`src/rtl/fraction_reduce_mixed_macros.svh`:
```
// Assertion macros shared by the fraction reduction RTL.
`ifndef FRACTION_REDUCE_MIXED_MACROS_SVH
`define FRACTION_REDUCE_MIXED_MACROS_SVH

// Same-cycle implication, checked on every rising clock edge outside reset.
`define FRM_ASSERT_NOW(label, clk, rst, ante, cons) \
   label: assert property (@(posedge clk) disable iff (rst) (ante) |-> (cons)) \
      else $error("fraction_reduce_mixed: same-cycle check failed");

// Next-cycle implication, checked on every rising clock edge outside reset.
`define FRM_ASSERT_NEXT(label, clk, rst, ante, cons) \
   label: assert property (@(posedge clk) disable iff (rst) (ante) |=> (cons)) \
      else $error("fraction_reduce_mixed: next-cycle check failed");

`endif

```
`src/rtl/frm_pkg.sv`:
```
// Shared item types and result form codes for the fraction reduction block.
package frm_pkg;

   localparam int FieldWidth = 16;

   localparam logic [1:0] FORM_PROPER = 2'd0;
   localparam logic [1:0] FORM_MIXED  = 2'd1;
   localparam logic [1:0] FORM_WHOLE  = 2'd2;
   localparam logic [1:0] FORM_ERROR  = 2'd3;

   typedef struct packed {
      logic [FieldWidth-1:0] numerator;
      logic [FieldWidth-1:0] denominator;
   } req_item_type;

   typedef struct packed {
      logic [1:0]            form;
      logic [FieldWidth-1:0] whole_part;
      logic [FieldWidth-1:0] reduced_numerator;
      logic [FieldWidth-1:0] reduced_denominator;
   } rsp_item_type;

endpackage

```
`src/rtl/fraction_reduce_mixed.sv`:
```
// Top level of the fraction reduction block: sequencer, registers and result stage.
//
// Usage: an item on the req_ channel carries a numerator and a denominator. The block
// answers each item with exactly one item on the rsp_ channel, giving the form (proper,
// mixed, whole or error), the whole part and the fraction in lowest terms.
// Both channels move an item at a rising edge where valid is high and stall is low.
// The block takes one item at a time: req_stall is high from the accepting edge until
// the result has been moved into the output register.
// Work per item: accept, restoring division for the whole part and remainder, then a
// binary GCD of one step per cycle, then two more restoring divisions by the GCD, then
// load the result. A zero operand goes straight to the result load, and an exact
// quotient skips the GCD and the last two divisions. All of it runs through the one
// shared subtractor in frm_alu, which sets the pace.
// The output register lets a new item be accepted while a result is still stalled on
// rsp_; a finished result then waits until that register is free.
// Reset is synchronous and active high; it empties the block and drops rsp_valid.
`include "fraction_reduce_mixed_macros.svh"

module fraction_reduce_mixed #(
   parameter int OPERAND_WIDTH = 16
) (
   input  logic                 clock,
   input  logic                 reset,
   input  logic                 req_valid,
   output logic                 req_stall,
   input  frm_pkg::req_item_type req_item,
   output logic                 rsp_valid,
   input  logic                 rsp_stall,
   output frm_pkg::rsp_item_type rsp_item
);

   import frm_pkg::*;

   localparam int W    = OPERAND_WIDTH;
   localparam int CntW = $clog2(OPERAND_WIDTH);

   // Sequencer state codes.
   localparam logic [2:0] ST_IDLE = 3'd0;
   localparam logic [2:0] ST_DIV1 = 3'd1;
   localparam logic [2:0] ST_GCD  = 3'd2;
   localparam logic [2:0] ST_DIVN = 3'd3;
   localparam logic [2:0] ST_DIVD = 3'd4;
   localparam logic [2:0] ST_FIN  = 3'd5;

   logic [2:0]      state_ff, state_in;
   logic [W-1:0]    quo_ff, quo_in;
   logic [W-1:0]    rem_ff, rem_in;
   logic [W-1:0]    dv_ff, dv_in;
   logic [W-1:0]    a_ff, a_in;
   logic [W-1:0]    b_ff, b_in;
   logic [W-1:0]    num_ff, num_in;
   logic [W-1:0]    den_ff, den_in;
   logic [W-1:0]    whole_ff, whole_in;
   logic [1:0]      form_ff, form_in;
   logic [CntW-1:0] cnt_ff, cnt_in;
   logic [CntW-1:0] k_ff, k_in;
   logic            rsp_valid_ff, rsp_valid_in;
   rsp_item_type    rsp_item_ff, rsp_item_in;

   logic [W:0]      alu_x, alu_y, alu_diff;
   logic            alu_borrow, alu_zero;
   logic [W-1:0]    div_quo_nx, div_rem_nx;
   logic [W-1:0]    op_num, op_den;
   logic            req_accept, rsp_load;

   // The one arithmetic unit. GCD steps compare a against b; division steps
   // compare the shifted partial remainder against the divisor.
   always_comb begin
      if (state_ff == ST_GCD) begin
         alu_x = {1'b0, a_ff};
         alu_y = {1'b0, b_ff};
      end else begin
         alu_x = {rem_ff, quo_ff[W-1]};
         alu_y = {1'b0, dv_ff};
      end
   end

   frm_alu #(
      .WIDTH (W + 1)
   ) u_alu (
      .x      (alu_x),
      .y      (alu_y),
      .diff   (alu_diff),
      .borrow (alu_borrow),
      .zero   (alu_zero)
   );

   // One restoring division step: a quotient bit enters at the bottom of quo.
   always_comb begin
      if (alu_borrow) begin
         div_rem_nx = alu_x[W-1:0];
         div_quo_nx = {quo_ff[W-2:0], 1'b0};
      end else begin
         div_rem_nx = alu_diff[W-1:0];
         div_quo_nx = {quo_ff[W-2:0], 1'b1};
      end
   end

   assign op_num     = W'(req_item.numerator);
   assign op_den     = W'(req_item.denominator);
   assign req_stall  = (state_ff != ST_IDLE);
   assign req_accept = req_valid && !req_stall;
   assign rsp_load   = (state_ff == ST_FIN) && (!rsp_valid_ff || !rsp_stall);

   always_comb begin
      state_in = state_ff;
      quo_in   = quo_ff;
      rem_in   = rem_ff;
      dv_in    = dv_ff;
      a_in     = a_ff;
      b_in     = b_ff;
      num_in   = num_ff;
      den_in   = den_ff;
      whole_in = whole_ff;
      form_in  = form_ff;
      cnt_in   = cnt_ff;
      k_in     = k_ff;

      unique case (state_ff)
         ST_IDLE: begin
            if (req_accept) begin
               num_in   = op_num;
               den_in   = op_den;
               quo_in   = op_num;
               rem_in   = '0;
               dv_in    = op_den;
               cnt_in   = CntW'(W - 1);
               whole_in = '0;
               if (op_num == '0 || op_den == '0) begin
                  form_in  = FORM_ERROR;
                  state_in = ST_FIN;
               end else begin
                  state_in = ST_DIV1;
               end
            end
         end

         ST_DIV1: begin
            quo_in = div_quo_nx;
            rem_in = div_rem_nx;
            cnt_in = cnt_ff - 1'b1;
            if (cnt_ff == '0) begin
               whole_in = div_quo_nx;
               if (div_rem_nx == '0) begin
                  // Equal operands or an exact quotient.
                  form_in  = FORM_WHOLE;
                  state_in = ST_FIN;
               end else begin
                  // A proper fraction leaves quotient zero and remainder equal to
                  // the numerator, so both fraction cases reduce remainder over
                  // denominator.
                  form_in  = (div_quo_nx == '0) ? FORM_PROPER : FORM_MIXED;
                  num_in   = div_rem_nx;
                  a_in     = div_rem_nx;
                  b_in     = den_ff;
                  k_in     = '0;
                  state_in = ST_GCD;
               end
            end
         end

         ST_GCD: begin
            priority if (alu_zero) begin
               dv_in    = a_ff << k_ff;
               quo_in   = num_ff;
               rem_in   = '0;
               cnt_in   = CntW'(W - 1);
               state_in = ST_DIVN;
            end else if (!a_ff[0] && !b_ff[0]) begin
               a_in = a_ff >> 1;
               b_in = b_ff >> 1;
               k_in = k_ff + 1'b1;
            end else if (!a_ff[0]) begin
               a_in = a_ff >> 1;
            end else if (!b_ff[0]) begin
               b_in = b_ff >> 1;
            end else if (alu_borrow) begin
               // Both odd with a below b: swap so the subtraction stays positive.
               a_in = b_ff;
               b_in = a_ff;
            end else begin
               a_in = alu_diff[W-1:0] >> 1;
            end
         end

         ST_DIVN: begin
            quo_in = div_quo_nx;
            rem_in = div_rem_nx;
            cnt_in = cnt_ff - 1'b1;
            if (cnt_ff == '0) begin
               num_in   = div_quo_nx;
               quo_in   = den_ff;
               rem_in   = '0;
               cnt_in   = CntW'(W - 1);
               state_in = ST_DIVD;
            end
         end

         ST_DIVD: begin
            quo_in = div_quo_nx;
            rem_in = div_rem_nx;
            cnt_in = cnt_ff - 1'b1;
            if (cnt_ff == '0) begin
               den_in   = div_quo_nx;
               state_in = ST_FIN;
            end
         end

         ST_FIN: begin
            if (rsp_load) begin
               state_in = ST_IDLE;
            end
         end

         default: begin
            state_in = ST_IDLE;
         end
      endcase
   end

   // Result assembly: fields that do not belong to the form read as zero.
   always_comb begin
      rsp_item_in = rsp_item_ff;
      if (rsp_load) begin
         rsp_item_in.form = form_ff;
         if (form_ff == FORM_MIXED || form_ff == FORM_WHOLE) begin
            rsp_item_in.whole_part = FieldWidth'(whole_ff);
         end else begin
            rsp_item_in.whole_part = '0;
         end
         if (form_ff == FORM_PROPER || form_ff == FORM_MIXED) begin
            rsp_item_in.reduced_numerator   = FieldWidth'(num_ff);
            rsp_item_in.reduced_denominator = FieldWidth'(den_ff);
         end else begin
            rsp_item_in.reduced_numerator   = '0;
            rsp_item_in.reduced_denominator = '0;
         end
      end
   end

   assign rsp_valid_in = rsp_load || (rsp_valid_ff && rsp_stall);

   always_ff @(posedge clock) begin
      if (reset) begin
         state_ff     <= ST_IDLE;
         rsp_valid_ff <= 1'b0;
      end else begin
         state_ff     <= state_in;
         rsp_valid_ff <= rsp_valid_in;
      end
   end

   always_ff @(posedge clock) begin
      quo_ff      <= quo_in;
      rem_ff      <= rem_in;
      dv_ff       <= dv_in;
      a_ff        <= a_in;
      b_ff        <= b_in;
      num_ff      <= num_in;
      den_ff      <= den_in;
      whole_ff    <= whole_in;
      form_ff     <= form_in;
      cnt_ff      <= cnt_in;
      k_ff        <= k_in;
      rsp_item_ff <= rsp_item_in;
   end

   assign rsp_valid = rsp_valid_ff;
   assign rsp_item  = rsp_item_ff;

   // The binary GCD never sees a zero operand, or it would not terminate.
   `FRM_ASSERT_NOW(a_gcd_nonzero, clock, reset, state_ff == ST_GCD,
                   a_ff != '0 && b_ff != '0)
   // A proper fraction stays proper after reduction.
   `FRM_ASSERT_NOW(a_proper_order, clock, reset,
                   rsp_valid && rsp_item.form == FORM_PROPER,
                   rsp_item.reduced_numerator < rsp_item.reduced_denominator)
   // Error results carry no numbers.
   `FRM_ASSERT_NOW(a_error_zero, clock, reset,
                   rsp_valid && rsp_item.form == FORM_ERROR,
                   rsp_item.whole_part == '0 && rsp_item.reduced_numerator == '0 &&
                   rsp_item.reduced_denominator == '0)
   // A newly loaded whole-number result has a nonzero quotient and no fraction.
   `FRM_ASSERT_NEXT(a_whole_shape, clock, reset, rsp_load && form_ff == FORM_WHOLE,
                    rsp_item.whole_part != '0 && rsp_item.reduced_numerator == '0)

endmodule

```
`src/rtl/frm_alu.sv`:
```
// Shared subtract and compare unit used by both the divider and the GCD steps.
module frm_alu #(
   parameter int WIDTH = 17
) (
   input  logic [WIDTH-1:0] x,
   input  logic [WIDTH-1:0] y,
   output logic [WIDTH-1:0] diff,
   output logic             borrow,
   output logic             zero
);

   // The borrow out is set exactly when x is below y.
   assign {borrow, diff} = {1'b0, x} - {1'b0, y};
   assign zero = (diff == '0) && !borrow;

endmodule

```
`config.mk`:
```
export PLATFORM = sky130hd
export DESIGN_NAME = fraction_reduce_mixed
export DESIGN_NICKNAME = d
export VERILOG_FILES = /design/src/rtl/frm_pkg.sv /design/src/rtl/fraction_reduce_mixed.sv /design/src/rtl/frm_alu.sv
export VERILOG_INCLUDE_DIRS = /design/src /design/src/rtl
export SDC_FILE = /design/constraint.sdc
export NUM_CORES = 1
export LEC_CHECK = 0
export ABC_AREA = 1
export BUFFER_PORTS_ARGS = -buffer_cell sky130_fd_sc_hd__buf_2
export CAP_MARGIN = 10
export CORE_MARGIN = 3
export CORE_UTILIZATION = 60
export CTS_CLUSTER_SIZE = 10
export DETAILED_ROUTE_END_ITERATION = 10
export PLACE_DENSITY = 0.82
export SLEW_MARGIN = 20
export SYNTH_ARGS = -nofsm -noshare
export SYNTH_HDL_FRONTEND = slang
export SYNTH_SLANG_ARGS = --single-unit
```
`constraint.sdc`:
```
create_clock -name clock -period 17 [get_ports clock]
set_input_delay 4.25 -clock clock [delete_from_list [all_inputs] [get_ports clock]]
set_output_delay 4.25 -clock clock [all_outputs]
set_load 0.005 [all_outputs]
```
======== Word level (Yosys, flattened, before mapping) ========
Index checks and enable logic that the tools add are counted.
word-level totals
  register bits ........................... 192
  bits of input ports ..................... 36
  word-level logic and storage cells ...... 146
cells by class
  add/subtract/negate cells ............... 3
  equal/unequal tests ..................... 20
  shift operators ......................... 1
  multiplexer cells ....................... 59
  reduce and logical (&&, ||, !) cells .... 44
operator list
  cell                number
  $mux 16             25
  $pmux 16 s2         5
  $pmux 16 s4         2
  $logic_not 16->1    4
  $pmux 16 s3         1
  $mux 4              7
  $mux 3              8
  $reduce_and 5->1    4
  $ne 2x2->1 const B  9
  $pmux 3 s6          1
  $sub 17x16->18      1
  $logic_not 17->1    1
  $mux 17             1
  $pmux 4 s4          1
  $shl 16x4->16       1
  $reduce_and 3->1    4
  $reduce_and 6->1    2
  $mux 2              4
  $pmux 4 s2          1
  $reduce_and 4->1    2
  $reduce_bool 2->1   4
  $eq 3x2->1 const B  2
  $eq 3x3->1 const B  2
  $logic_not 1->1     6
  other kinds (19)    29

======== Longest topological paths before layout ========
  word-level depth ........................ 9
  mapped depth ............................ 28
  mapped depth without buffers ............ 26

======== Modules after synthesis ========
From an unflattened synthesis, not the netlist that was laid out.
second synthesis, totals
  cell total of the unflattened synthesis .. 1316
  area, all modules ....................... 11085.6 um2
by module, submodules not included
  module                 instances  cells an instance  area an instance (um2)  sequential area each (um2)
  fraction_reduce_mixed  1          1063               9793.1                  5725.5
  frm_alu                1          253                1292.5                  0.0

======== Worst setup path after synthesis ========
OpenSTA, ideal clock, no wires.
  path kind ............................... input port to flip-flop
  start point ............................. input rsp_stall
  end point ............................... register rsp_item_ff (netlist bit rsp_item[0]) (enable)
  setup time .............................. 0.474 ns
  arrival ................................. 6.644 ns
  data required time ...................... 16.526 ns
  setup slack ............................. 9.882 ns
  stages on the path ...................... 1
  path through ............................ a21oi_1
between the ends
  longest elaborated chain between the ends .. 3
RTL lines
  element               line                          source
  from (decl)           fraction_reduce_mixed.sv:28   input logic rsp_stall,
  $logic_not 1->1       fraction_reduce_mixed.sv:103  assign rsp_load = (state_ff == ST_FIN) && (!rsp_valid_ff || !rsp_stall);
  $logic_or 1x1->1      fraction_reduce_mixed.sv:103
  $logic_and 1x1->1     fraction_reduce_mixed.sv:103
  to (signal assigned)  fraction_reduce_mixed.sv:265  rsp_item_ff <= rsp_item_in;
  to (decl)             fraction_reduce_mixed.sv:58   rsp_item_type rsp_item_ff, rsp_item_in;
No other way between the ends.
A chain may end at the register's enable or synchronous reset.

======== Final worst setup path ========
  start point ............................. register state_ff[2]
  end point ............................... register rem_ff[3] (enable)
between the ends
  longest elaborated chain between the ends .. 7
  elaborated cells on any way between the ends .. 19
  classes of those cells .................. add/sub: 1; eq/ne: 6; mux: 2; reduce/logical: 10
RTL lines
  element                                              line                                                       source
  from (decl)                                          fraction_reduce_mixed.sv:45                                logic [2:0] state_ff, state_in;
  from (signal assigned)                               fraction_reduce_mixed.sv:248                               state_ff <= state_in;
  $eq 3x2->1                                           fraction_reduce_mixed.sv:69, fraction_reduce_mixed.sv:119
  $mux 17 or $mux 16 (tied branches)                   fraction_reduce_mixed.sv:69                                if (state_ff == ST_GCD) begin
  $sub 17x16->18                                       frm_alu.sv:13                                              assign {borrow, diff} = {1'b0, x} - {1'b0, y};
  $logic_not 17->1 or $logic_not 1->1 (tied branches)  frm_alu.sv:14                                              assign zero = (diff == '0) && !borrow;
  $logic_and 1x1->1                                    frm_alu.sv:14
  $ne 2x2->1 (no line)                                 --
  $reduce_and 3->1 (no line) *                         --
  to (signal assigned)                                 fraction_reduce_mixed.sv:255                               rem_ff <= rem_in;
  to (decl)                                            fraction_reduce_mixed.sv:47                                logic [W-1:0] rem_ff, rem_in;
Every way passes the cells marked *; elsewhere a longest branch is shown, timed or not.

==> results.json <==
{
  "grt_usage": 0.3451,
  "finalCritPeriodShare": 0.3716,
  "skew_ns": 0.01396,
  "cap_violations": 0,
  "path_max_fanout": 30,
  "worstPathArrival_ns": 6.44,
  "nets": 1408,
  "dpl.hpwl_um": 25230,
  "yosysWarnings": 0,
  "grt_first_pass_wirelength_um": 52210,
  "design_area_mm2": 0.01218,
  "cts_sinks": 192,
  "tightest_slew_ns": 1.003,
  "drt_iter0_markers": 1749,
  "grt_overflow": 0,
  "ctsHtreeMaxLevel": 4,
  "drv_slew": 0,
  "multiInputGateArea_mm2": 0.004184,
  "min_period_ns": 6.317,
  "diodes": 0,
  "clockBufferDepth": 2,
  "cts_root_buf": "clkbuf_16",
  "remaining_drc_errors": 0,
  "dpl-instance-area_mm2": 0.01152,
  "fin_cells": 1588,
  "holdCritPathClass": "reg2reg",
  "final_core_util": 0.6944,
  "viasPerCell": 6.186,
  "slew_headroom": 0.3306,
  "critPathCaptureType": "flip-flop",
  "syn_to_final_growth_pct": 12.05,
  "routabilityCongestion": 0.9665,
  "synthCells": 1281,
  "core_area_mm2": 0.01754,
  "final.setup.tns_ns": 0,
  "finalSetupViolations": 0,
  "postSynthAreaPerCell_um2": 8.484,
  "vias": 9823,
  "std_cell_rows": 48,
  "placedCellCount": 1556,
  "die-area_mm2": 0.01976,
  "grt_max_degree": 91,
  "yosys.cell_types.count": 40,
  "ios": 88,
  "start_util": 0.6197,
  "drt_wl_total_um": 34060,
  "synthTopCellsByArea": "edfxtp_1 52%, nand2_1 11%, inv_1 7.1%, o21ai_0 4.9%, nor2_1 4.6%",
  "postCtsSetupRepairBufs": 0,
  "synth_top_area_frac": 0.5195,
  "insertion_delay_ns": 0.45,
  "antenna_found_initial": 1,
  "fp.dieH_um": 140.6,
  "synth_fp_nets": 1339,
  "seqCellArea_mm2": 0.005725,
  "ant_nets": 0,
  "cts_resized": 0,
  "finalHoldViolCount": 0,
  "dr.pass1.iters": 7,
  "rsz0062_at_grt": "no",
  "critPathKind": "reg2reg",
  "die_w_um": 140.6,
  "final_cell_mix": "328 x nand2_1, 205 x inv_1, 188 x edfxtp_1, 131 x nor2_1, 105 x o21ai_0",
  "cts_tree": "done",
  "drive_gt1_frac": 0.1123,
  "startpoint_type": "flip-flop",
  "fillCellCount": 1437,
  "hold_buffers": 0,
  "wl_per_cell_um": 21.45,
  "final_common_cell": "nand2_1",
  "max_freq_ghz": 0.1583,
  "grt_pass1_vias": 9037,
  "port_buffers": 87,
  "numCtsBuffers": 17,
  "required_ns": 17.12,
  "yosysTopAreaCell": "edfxtp_1",
  "netlist_area_mm2": 0.01087,
  "synth-seq-area-share": 0.5268,
  "status": "complete, no violations",
  "clk_pin_slew_worst_paths_ns": 0.08,
  "synth-seq-cells": 192
}
==> layer usage <==
metal / GRT usage / wire length (µm) / share of wire / vias up
met5: 0 / 15 / 0.00044 / -
met3: 0.08209 / 4605 / 0.14 / 114
met1: 0.5057 / 13110 / 0.38 / 4513
li1: - / - / - / 4463
met4: 0.1382 / 1351 / 0.040 / 2
met2: 0.5000 / 14980 / 0.44 / 731
==> worst max-delay path, cell delays in order (launching register included) <==
cell and delay, ns:
dfxtp_1 0.51, nor2_4 0.09, nand2_4 0.06, clkinv_1 0.64, nand2_1 0.88, o21ai_0 0.36
ha_1 0.28, inv_1 0.17, fa_1 0.54, or2_2 0.33, nor2_1 0.10, nand3_1 0.09
nor2_1 0.09, nand3_1 0.12, nor2_1 0.18, nand3_1 0.17, nand2_1 0.15, nand2_1 0.14
a21oi_4 0.62, buf_4 0.43
==> per-stage QoR <==
step | hold WS (ns) | setup slack, ns
after floorplan | 0.4264 | 9.882
after global placement | 0.4891 | 10.96
after detailed placement | 0.4990 | 10.90
after CTS | 0.5214 | 10.83
after global routing | 0.5368 | 10.33
final | 0.5175 | 10.68
==> layout make-up <==
type / instances / share of cell area
Sequential cell: 192 / 0.4702
Timing Repair Buffer: 101 / 0.04439
Clock buffer: 17 / 0.03493
Inverter: 210 / 0.06473
Clock inverter: 15 / 0.01911
Multi-Input combinational cell: 828 / 0.3436
Tap cell: 225 / 0.02312
==> Yosys cell counts <==
cell,count
a211oi_1,6
a21boi_0,1
a21oi_1,36
a21oi_4,1
a22oi_1,25
a31oi_1,1
a41oi_1,4
and2_1,3
buf_1,6
buf_2,2
buf_6,2
clkbuf_1,41
clkinv_1,3
dfxtp_1,4
edfxtp_1,188
fa_1,1
ha_1,21
inv_1,206
inv_2,1
mux2i_1,3
nand2_1,328
nand2_2,2
nand2_4,2
nand3_1,51
nand3_2,2
nand3b_1,6
nand4_1,11
nor2_1,133
nor2_2,1
nor2_4,1
nor3_1,5
nor4_1,10
o211ai_1,7
o21ai_0,107
o221ai_1,39
o22ai_1,10
o32ai_1,2
or2_2,5
xnor2_1,3
xor2_1,1
==> worst paths after layout <==
kind	from	endpoint	slack (ns)	depth (start not counted)
max reg2reg	state_ff[2]	rem_ff[3]	10.68	19
max	state_ff[2]	rem_ff[3]	10.68	19
min	whole_ff[0]	rsp_item[32]	0.52	2
min reg2reg	whole_ff[0]	rsp_item[32]	0.52	2
==> flip-flops by register name, summed over array words and instances, names as in the netlist <==
register / flops
quo_ff: 16
rsp_item: 50
b_ff: 16
k_ff: 4
num_ff: 16
rem_ff: 16
den_ff: 16
dv_ff: 16
a_ff: 16
state_ff: 3
form_ff: 2
whole_ff: 16
cnt_ff: 4
rsp_valid: 1
==> logic make-up after synthesis <==
group / count (synthesis) / share of synthesized area
buf+inv: 261 / 0.09176
fa+ha+maj: 22 / 0.02602
simple gates: 560 / 0.2125
xor+xnor: 4 / 0.003224
compound gates: 239 / 0.1369
flops: 192 / 0.5268
mux: 3 / 0.002763
Power is not shown: default switching activity piles up to over one toggle a cycle in this logic, so the estimate is an artifact.
